File: src/design/cbff_pkg.sv
// Shared types and constants for the contiguous first-fit allocator.
// Used by the config block, the allocation engine and the top level.
`default_nettype none

package cbff_pkg;

  localparam int STORE_WORDS_DEF   = 256;
  localparam int TABLE_ENTRIES_DEF = 255;

  localparam int HANDLE_W = 15;
  localparam int SIZE_W   = 9;
  localparam int BS_W     = 9;
  localparam int START_W  = 8;
  localparam int WORD_W   = 16;

  localparam int PADDR_W = 3;
  localparam int PDATA_W = 32;

  localparam logic [BS_W-1:0] BLOCK_SIZE_RST = 9'd8;

  // register index is paddr[2]
  localparam logic REG_BLOCK_SIZE = 1'b0;

  typedef enum logic [1:0] {
    STAT_PLACED     = 2'd0,
    STAT_DISK_FULL  = 2'd1,
    STAT_TABLE_FULL = 2'd2
  } status_t;

  typedef struct packed {
    status_t              status;
    logic [START_W-1:0]   start_word;
    logic [SIZE_W-1:0]    blocks_used;
  } res_t;

  typedef struct packed {
    logic [HANDLE_W-1:0]  handle;
    logic [START_W-1:0]   start;
    logic [SIZE_W-1:0]    size;
  } tab_entry_t;

endpackage

`default_nettype wire

File: src/design/cbff_ram.sv
// Generic single-port RAM with registered read data.
// No dependencies.
`default_nettype none

module cbff_ram #(
  parameter int WIDTH = 16,
  parameter int DEPTH = 256,
  localparam int AW = (DEPTH > 1) ? $clog2(DEPTH) : 1
) (
  input  wire logic             clk,
  input  wire logic             we,
  input  wire logic [AW-1:0]    addr,
  input  wire logic [WIDTH-1:0] wdata,
  output logic      [WIDTH-1:0] rdata
);

  logic [WIDTH-1:0] mem [DEPTH];

  always_ff @(posedge clk) begin
    if (we) begin
      mem[addr] <= wdata;
    end
    rdata <= mem[addr];
  end

endmodule

`default_nettype wire

File: src/design/cbff_cfg.sv
// APB-style configuration register: block size.
// Depends on cbff_pkg.
`default_nettype none

module cbff_cfg (
  input  wire logic                          clk,
  input  wire logic                          rst,
  input  wire logic                          psel,
  input  wire logic                          penable,
  input  wire logic                          pwrite,
  input  wire logic [cbff_pkg::PADDR_W-1:0]  paddr,
  input  wire logic [cbff_pkg::PDATA_W-1:0]  pwdata,
  output logic      [cbff_pkg::PDATA_W-1:0]  prdata,
  output logic                               pready,
  output logic      [cbff_pkg::BS_W-1:0]     block_size
);

  logic wr_en;

  assign pready = 1'b1;
  assign wr_en  = psel && penable && pwrite && pready;

  always_ff @(posedge clk) begin
    if (rst) begin
      block_size <= cbff_pkg::BLOCK_SIZE_RST;
    end else if (wr_en && paddr[2] == cbff_pkg::REG_BLOCK_SIZE) begin
      block_size <= pwdata[cbff_pkg::BS_W-1:0];
    end
  end

  always_comb begin
    prdata = '0;
    if (paddr[2] == cbff_pkg::REG_BLOCK_SIZE) begin
      prdata = {{(cbff_pkg::PDATA_W-cbff_pkg::BS_W){1'b0}}, block_size};
    end
  end

endmodule

`default_nettype wire

File: src/design/cbff_engine.sv
// Allocation sequencer: clearing pass, first-fit scan, word fill, table commit.
// Drives the word store and file table RAM ports. Depends on cbff_pkg.
`default_nettype none

module cbff_engine #(
  parameter int STORE_WORDS   = cbff_pkg::STORE_WORDS_DEF,
  parameter int TABLE_ENTRIES = cbff_pkg::TABLE_ENTRIES_DEF,
  localparam int AW  = $clog2(STORE_WORDS),
  localparam int TAW = (TABLE_ENTRIES > 1) ? $clog2(TABLE_ENTRIES) : 1
) (
  input  wire logic                           clk,
  input  wire logic                           rst,
  input  wire logic [cbff_pkg::BS_W-1:0]      block_size,
  input  wire logic                           in_valid,
  output logic                                in_stall,
  input  wire logic [cbff_pkg::HANDLE_W-1:0]  file_handle,
  input  wire logic [cbff_pkg::SIZE_W-1:0]    file_size,
  output logic                                out_valid,
  input  wire logic                           out_stall,
  output logic      [1:0]                     status,
  output logic      [cbff_pkg::START_W-1:0]   start_word,
  output logic      [cbff_pkg::SIZE_W-1:0]    blocks_used,
  output logic                                mem_we,
  output logic      [AW-1:0]                  mem_addr,
  output logic      [cbff_pkg::WORD_W-1:0]    mem_wdata,
  input  wire logic [cbff_pkg::WORD_W-1:0]    mem_rdata,
  output logic                                tab_we,
  output logic      [TAW-1:0]                 tab_addr,
  output cbff_pkg::tab_entry_t                tab_wdata
);

  // offsets reach past the store by up to one block or one file
  localparam int CW  = $clog2(STORE_WORDS + 512);
  localparam int FCW = $clog2(TABLE_ENTRIES + 1);

  typedef enum logic [2:0] {
    S_CLEAR, S_IDLE, S_CAND, S_SCAN, S_SKIP, S_WRITE, S_COMMIT, S_RESULT
  } state_t;

  state_t                          state;
  logic [CW-1:0]                   c;      // candidate start
  logic [CW-1:0]                   w;      // scanned word, later the busy word
  logic [CW-1:0]                   wp;     // clear / fill pointer
  logic [cbff_pkg::WORD_W-1:0]     val;
  logic [cbff_pkg::HANDLE_W-1:0]   handle;
  logic [cbff_pkg::SIZE_W-1:0]     size;
  logic [cbff_pkg::BS_W-1:0]       bs;
  logic [cbff_pkg::BS_W-1:0]       kcnt;
  logic [cbff_pkg::SIZE_W-1:0]     blocks;
  logic [FCW-1:0]                  file_count;
  cbff_pkg::res_t                  res;

  logic [CW-1:0] c_bs, c_end, w_inc, wp_inc, store_end;

  assign c_bs      = c + CW'(bs);
  assign c_end     = c + CW'(size);
  assign w_inc     = w + 1'b1;
  assign wp_inc    = wp + 1'b1;
  assign store_end = CW'(STORE_WORDS);

  assign in_stall = (state != S_IDLE);

  always_comb begin
    mem_we    = 1'b0;
    mem_addr  = c[AW-1:0];
    mem_wdata = val;
    case (state)
      S_CLEAR: begin
        mem_we    = 1'b1;
        mem_addr  = wp[AW-1:0];
        mem_wdata = '0;
      end
      S_SCAN:  mem_addr = w_inc[AW-1:0];
      S_WRITE: begin
        mem_we   = 1'b1;
        mem_addr = wp[AW-1:0];
      end
      default: mem_addr = c[AW-1:0];
    endcase
  end

  assign tab_we    = (state == S_COMMIT);
  assign tab_addr  = file_count[TAW-1:0];
  assign tab_wdata = '{handle: handle, start: c[cbff_pkg::START_W-1:0], size: size};

  always_ff @(posedge clk) begin
    if (rst) begin
      state      <= S_CLEAR;
      wp         <= '0;
      file_count <= '0;
      out_valid  <= 1'b0;
    end else begin
      if (out_valid && !out_stall && state != S_RESULT) begin
        out_valid <= 1'b0;
      end
      case (state)
        S_CLEAR: begin
          wp <= wp_inc;
          if (wp == CW'(STORE_WORDS - 1)) begin
            state <= S_IDLE;
          end
        end
        S_IDLE: begin
          if (in_valid) begin
            handle <= file_handle;
            size   <= file_size;
            bs     <= (block_size == '0) ? cbff_pkg::BS_W'(1) : block_size;
            val    <= {1'b0, file_handle};
            kcnt   <= (block_size == '0) ? cbff_pkg::BS_W'(1) : block_size;
            blocks <= '0;
            c      <= '0;
            if (file_count >= FCW'(TABLE_ENTRIES)) begin
              res   <= '{status: cbff_pkg::STAT_TABLE_FULL, start_word: '0,
                         blocks_used: '0};
              state <= S_RESULT;
            end else begin
              state <= S_CAND;
            end
          end
        end
        S_CAND: begin
          // a run past the end here fails for every later start too
          if (c_bs > store_end || c_end > store_end) begin
            res   <= '{status: cbff_pkg::STAT_DISK_FULL, start_word: '0,
                       blocks_used: '0};
            state <= S_RESULT;
          end else if (size == '0) begin
            state <= S_COMMIT;
          end else begin
            w     <= c;
            state <= S_SCAN;
          end
        end
        S_SCAN: begin
          if (mem_rdata != '0) begin
            state <= S_SKIP;
          end else if (w_inc == c_end) begin
            wp    <= c;
            state <= S_WRITE;
          end else begin
            w <= w_inc;
          end
        end
        S_SKIP: begin
          // starts at or below the busy word would cover it
          c <= c_bs;
          if (c_bs > w) begin
            state <= S_CAND;
          end
        end
        S_WRITE: begin
          wp  <= wp_inc;
          val <= val + 1'b1;
          if (kcnt == bs) begin
            blocks <= blocks + 1'b1;
            kcnt   <= cbff_pkg::BS_W'(1);
          end else begin
            kcnt <= kcnt + 1'b1;
          end
          if (wp_inc == c_end) begin
            state <= S_COMMIT;
          end
        end
        S_COMMIT: begin
          file_count <= file_count + 1'b1;
          res        <= '{status: cbff_pkg::STAT_PLACED,
                          start_word: c[cbff_pkg::START_W-1:0],
                          blocks_used: blocks};
          state      <= S_RESULT;
        end
        S_RESULT: begin
          if (!out_valid || !out_stall) begin
            out_valid   <= 1'b1;
            status      <= res.status;
            start_word  <= res.start_word;
            blocks_used <= res.blocks_used;
            state       <= S_IDLE;
          end
        end
        default: state <= S_IDLE;
      endcase
    end
  end

endmodule

`default_nettype wire

File: src/design/contiguous_block_first_fit_core.sv
// Contiguous first-fit allocator, one request at a time.
// After reset a clearing pass zeroes the word store; in_stall stays high meanwhile.
// Per request: an accept state, then per candidate start a check state and a scan of its words
// (stepping over a busy word block by block), a fill of file_size words, a commit and a result.
// The single word-store port serves scan and fill; a new request is taken only once the result is issued.
// Reset is synchronous, active high; block_size returns to 8, file count to zero.
`default_nettype none

module contiguous_block_first_fit_core #(
  parameter int STORE_WORDS   = cbff_pkg::STORE_WORDS_DEF,
  parameter int TABLE_ENTRIES = cbff_pkg::TABLE_ENTRIES_DEF
) (
  input  wire logic                           clk,
  input  wire logic                           rst,
  input  wire logic                           psel,
  input  wire logic                           penable,
  input  wire logic                           pwrite,
  input  wire logic [cbff_pkg::PADDR_W-1:0]   paddr,
  input  wire logic [cbff_pkg::PDATA_W-1:0]   pwdata,
  output logic      [cbff_pkg::PDATA_W-1:0]   prdata,
  output logic                                pready,
  input  wire logic                           in_valid,
  output logic                                in_stall,
  input  wire logic [cbff_pkg::HANDLE_W-1:0]  file_handle,
  input  wire logic [cbff_pkg::SIZE_W-1:0]    file_size,
  output logic                                out_valid,
  input  wire logic                           out_stall,
  output logic      [1:0]                     status,
  output logic      [cbff_pkg::START_W-1:0]   start_word,
  output logic      [cbff_pkg::SIZE_W-1:0]    blocks_used
);

  localparam int AW  = $clog2(STORE_WORDS);
  localparam int TAW = (TABLE_ENTRIES > 1) ? $clog2(TABLE_ENTRIES) : 1;

  logic [cbff_pkg::BS_W-1:0]    block_size;
  logic                         mem_we;
  logic [AW-1:0]                mem_addr;
  logic [cbff_pkg::WORD_W-1:0]  mem_wdata;
  logic [cbff_pkg::WORD_W-1:0]  mem_rdata;
  logic                         tab_we;
  logic [TAW-1:0]               tab_addr;
  cbff_pkg::tab_entry_t         tab_wdata;

  cbff_cfg u_cfg (
    .clk        (clk),
    .rst        (rst),
    .psel       (psel),
    .penable    (penable),
    .pwrite     (pwrite),
    .paddr      (paddr),
    .pwdata     (pwdata),
    .prdata     (prdata),
    .pready     (pready),
    .block_size (block_size)
  );

  cbff_ram #(
    .WIDTH (cbff_pkg::WORD_W),
    .DEPTH (STORE_WORDS)
  ) u_word_store (
    .clk   (clk),
    .we    (mem_we),
    .addr  (mem_addr),
    .wdata (mem_wdata),
    .rdata (mem_rdata)
  );

  cbff_ram #(
    .WIDTH ($bits(cbff_pkg::tab_entry_t)),
    .DEPTH (TABLE_ENTRIES)
  ) u_file_table (
    .clk   (clk),
    .we    (tab_we),
    .addr  (tab_addr),
    .wdata (tab_wdata),
    .rdata ()
  );

  cbff_engine #(
    .STORE_WORDS   (STORE_WORDS),
    .TABLE_ENTRIES (TABLE_ENTRIES)
  ) u_engine (
    .clk         (clk),
    .rst         (rst),
    .block_size  (block_size),
    .in_valid    (in_valid),
    .in_stall    (in_stall),
    .file_handle (file_handle),
    .file_size   (file_size),
    .out_valid   (out_valid),
    .out_stall   (out_stall),
    .status      (status),
    .start_word  (start_word),
    .blocks_used (blocks_used),
    .mem_we      (mem_we),
    .mem_addr    (mem_addr),
    .mem_wdata   (mem_wdata),
    .mem_rdata   (mem_rdata),
    .tab_we      (tab_we),
    .tab_addr    (tab_addr),
    .tab_wdata   (tab_wdata)
  );

endmodule

`default_nettype wire

File: config.mk
export PLATFORM = sky130hd
export DESIGN_NAME = contiguous_block_first_fit_core
export DESIGN_NICKNAME = d
export VERILOG_FILES = /design/src/design/cbff_pkg.sv /design/src/design/cbff_ram.sv /design/src/design/cbff_cfg.sv /design/src/design/cbff_engine.sv /design/src/design/contiguous_block_first_fit_core.sv
export SDC_FILE = /design/constraint.sdc
export NUM_CORES = 2
export LEC_CHECK = 0
export ABC_CLOCK_PERIOD_IN_PS = 13190
export BUFFER_PORTS_ARGS = -buffer_cell sky130_fd_sc_hd__buf_2
export CORE_MARGIN = 2
export CORE_UTILIZATION = 30
export DETAILED_ROUTE_END_ITERATION = 16
export PLACE_DENSITY_LB_ADDON = 0.08
export SYNTH_ARGS = -nofsm -noshare
export SYNTH_HDL_FRONTEND = slang
export SYNTH_HIERARCHICAL = 1
export SYNTH_SLANG_ARGS = --single-unit
export TNS_END_PERCENT = 50
File: constraint.sdc
create_clock -name clk -period 13.19 [get_ports clk]
set_clock_uncertainty 0.05 [all_clocks]
set_input_delay 1.319 -clock clk [delete_from_list [all_inputs] [get_ports clk]]
set_output_delay 1.319 -clock clk [all_outputs]
set_load 0.05 [all_outputs]
==> impl_metrics.env <==
export IMPL_clk_pin_slew_worst_paths_ns=0.06
export IMPL_path_class="reg -> reg"
export IMPL_portBuffers=70
export IMPL_grt_pass1_vias=82280
export IMPL_clk_latency_ns=1.03
export IMPL_cts_resized=0
export IMPL_worstPathArrival_ns=7.98
export IMPL_num_fill_cells=50680
export IMPL_overflow=0
export IMPL_core_area_mm2=0.5442
export IMPL_tightest_slew_ns=1.334
export IMPL_start_util_pct=30.09
export IMPL_grt_pass1_wl_um=675800
export IMPL_cts_sinks=4253
export IMPL_core_rowCount=271
export IMPL_hold_violations=0
export IMPL_routabilityCongestion=0.7597
export IMPL_p_leak_nw=58.77
export IMPL_cts_hold_buf=0
export IMPL_placed_cell_area_mm2=0.1755
export IMPL_rsz0062_at_grt="no"
export IMPL_start_kind="flop"
export IMPL_power_density_mw_per_mm2=183.2
export IMPL_fmax_mhz=134.4
export IMPL_peakVddDrop_mv=0.1328
export IMPL_pin_count=120
export IMPL_synth_cells=7536
export IMPL_clockBufferDepth=4
export IMPL_routed_wl_um=489300
export IMPL_drt_iter0_markers=7245
export IMPL_crit_path_max_incr_delay_ns=1.02
export IMPL_root_buffer="clkbuf_16"
export IMPL_worstSetupEndpointType="flop"
export IMPL_num_vias=79230
export IMPL_required_ns=13.73
export IMPL_status="complete, no violations"
export IMPL_regToRegStartpoint="u_engine/state[0]"
export IMPL_period_needed_ns=7.441
export IMPL_antenna_found_initial=25
export IMPL_fp_dieW_um=742.9
export IMPL_h_tree_depth=5
export IMPL_nNetsFinal=8129
export IMPL_grt_use_total_pct=17.42
export IMPL_cp_slowest_cell="nor2_2"
export IMPL_setup_viol=0
export IMPL_crit_top_cell="buf_4"
export IMPL_post_route_period_util_pct=56.41
export IMPL_area_growth_pct=16.27
export IMPL_syn_area_mm2=0.1638
export IMPL_routed_via_density=5.052
export IMPL_die_h_um=742.9
export IMPL_register_area_mm2=0.1272
export IMPL_final_max_slew_viol_count=0
export IMPL_max_cap_viol_count=0
export IMPL_drc=0
export IMPL_ys_warn_count=6
export IMPL_r2r_cells=14
export IMPL_grt_start_max_net_pins=169
export IMPL_multiInputGateArea_mm2=0.03551
export IMPL_cts_setup_buffers=0
export IMPL_drive_gt1_share_pct=28.81
export IMPL_hold_end="u_engine/status[0]"
export IMPL_place_hpwl_um=285900
export IMPL_setup_tns_ns=0
export IMPL_worstReg2RegEnd="u_word_store/mem[97][5]"
export IMPL_min_path_cells=0
export IMPL_final_area_mm2=0.1904
export IMPL_dr_pass1_iters=6
export IMPL_routedWlPerCell_um=31.20
export IMPL_avgSynthCellArea_um2=21.73
export IMPL_crit_chain="clkinv_1, nor2_1, a21oi_1, buf_4, inv_1, buf_4, a221o_4, buf_12, buf_4, nand2b_1, nor2_1, nand2_2, buf_4, nor2_2"
export IMPL_worstPathMaxFanout=80
export IMPL_relSlewSlack_pct=9.895
export IMPL_cts_buffers=473
export IMPL_hp_class="reg -> reg"
export IMPL_cts_tree="built"
export IMPL_die_area_mm2=0.5519
export IMPL_postRouteAntennaNets=0
export IMPL_min_from="u_engine/res[17]"
export IMPL_reg2reg_slack_ns=5.75
==> critical path: cells and delay by family (launching register included) <==
kind,cells,cell delay (ns)
flops,1,0.53
simple gates,5,2.91
buf+inv,7,2.68
compound gates,2,0.60
==> layout make-up <==
| type | count | area share [%] |
|---|---|---|
| antenna | 16 | 0.02103 |
| clock buffer | 614 | 6.575 |
| clock inverter | 265 | 1.223 |
| inverter | 29 | 0.05717 |
| multi-input combinational | 2798 | 18.65 |
| sequential | 4253 | 66.82 |
| tap | 7234 | 4.753 |
| timing repair buffer | 472 | 1.900 |
==> through the flow <==
stage	total power [mW]	hold slack [ns]	worst slack, ns	cells	utilization [%]
floorplan	19.93	0.3503	4.555	7558	-
global placement	22.62	0.3540	5.677	14790	32.25
detailed placement	22.67	0.3545	5.648	14790	32.25
CTS	35.49	0.2956	5.587	15670	34.98
global route	36.20	0.3254	5.221	15670	34.98
finish	34.88	0.3692	5.749	15680	34.99
==> layer usage <==
layer	vias up	part of all wire [%]	GRT usage, %
li1	32980	-	-
met4	0	2.4	4.098
met5	-	0	0
met3	602	4.2	2.205
met2	1788	49	29.16
met1	43860	44	24.22
==> where the power goes <==
group	leakage, nW	internal (mW)	switching (mW)
registers	39.4	15.3	0.0456
logic	12.2	2.50	4.37
clock network	7.20	7.24	5.47
==> registers in the layout, summed over array words and instances (netlist names) <==
name and count:
u_engine/res 19, u_engine/status 2, u_engine/val 16, u_engine/blocks_used 9
u_engine/kcnt 9, u_word_store/rdata 16, u_engine/out_valid 1, u_word_store/mem 4096
u_engine/wp 10, u_engine/c 10, u_cfg/block_size 9, u_engine/blocks 9
u_engine/state 3, u_engine/bs 9, u_engine/tab_addr 8, u_engine/size 9
u_engine/w 10, u_engine/start_word 8
==> layout by cell type, fill, tap and decap left out, types with 29 or more instances in the layout <==
master	instances
a21oi_1	286
a22oi_1	514
buf_2	70
buf_4	382
bufinv_16	29
clkbuf_1	129
clkbuf_16	476
clkinv_1	131
clkinv_2	71
dfxtp_1	47
edfxtp_1	4206
ha_1	34
mux4_2	1024
nand2_1	75
nand3_1	31
nor2_1	141
nor2_2	157
nor3_2	33
o21ai_0	41
o41ai_2	45
xnor2_1	52
xor2_1	34
==> worst max path at each step <==
stage	to	slack, ns	startpoint	cells after the start
after global placement	u_word_store/rdata[5]	5.68	u_engine/state[0]	15
after detailed placement	u_word_store/rdata[5]	5.65	u_engine/state[0]	15
after floorplan	u_word_store/mem[0][6]	4.55	u_engine/state[2]	4
after global routing	u_word_store/rdata[5]	5.22	u_engine/state[0]	15
final	u_word_store/mem[97][5]	5.75	u_engine/state[0]	14
after CTS	u_word_store/rdata[5]	5.59	u_engine/state[0]	15
Power figures use the tool's default switching activity.
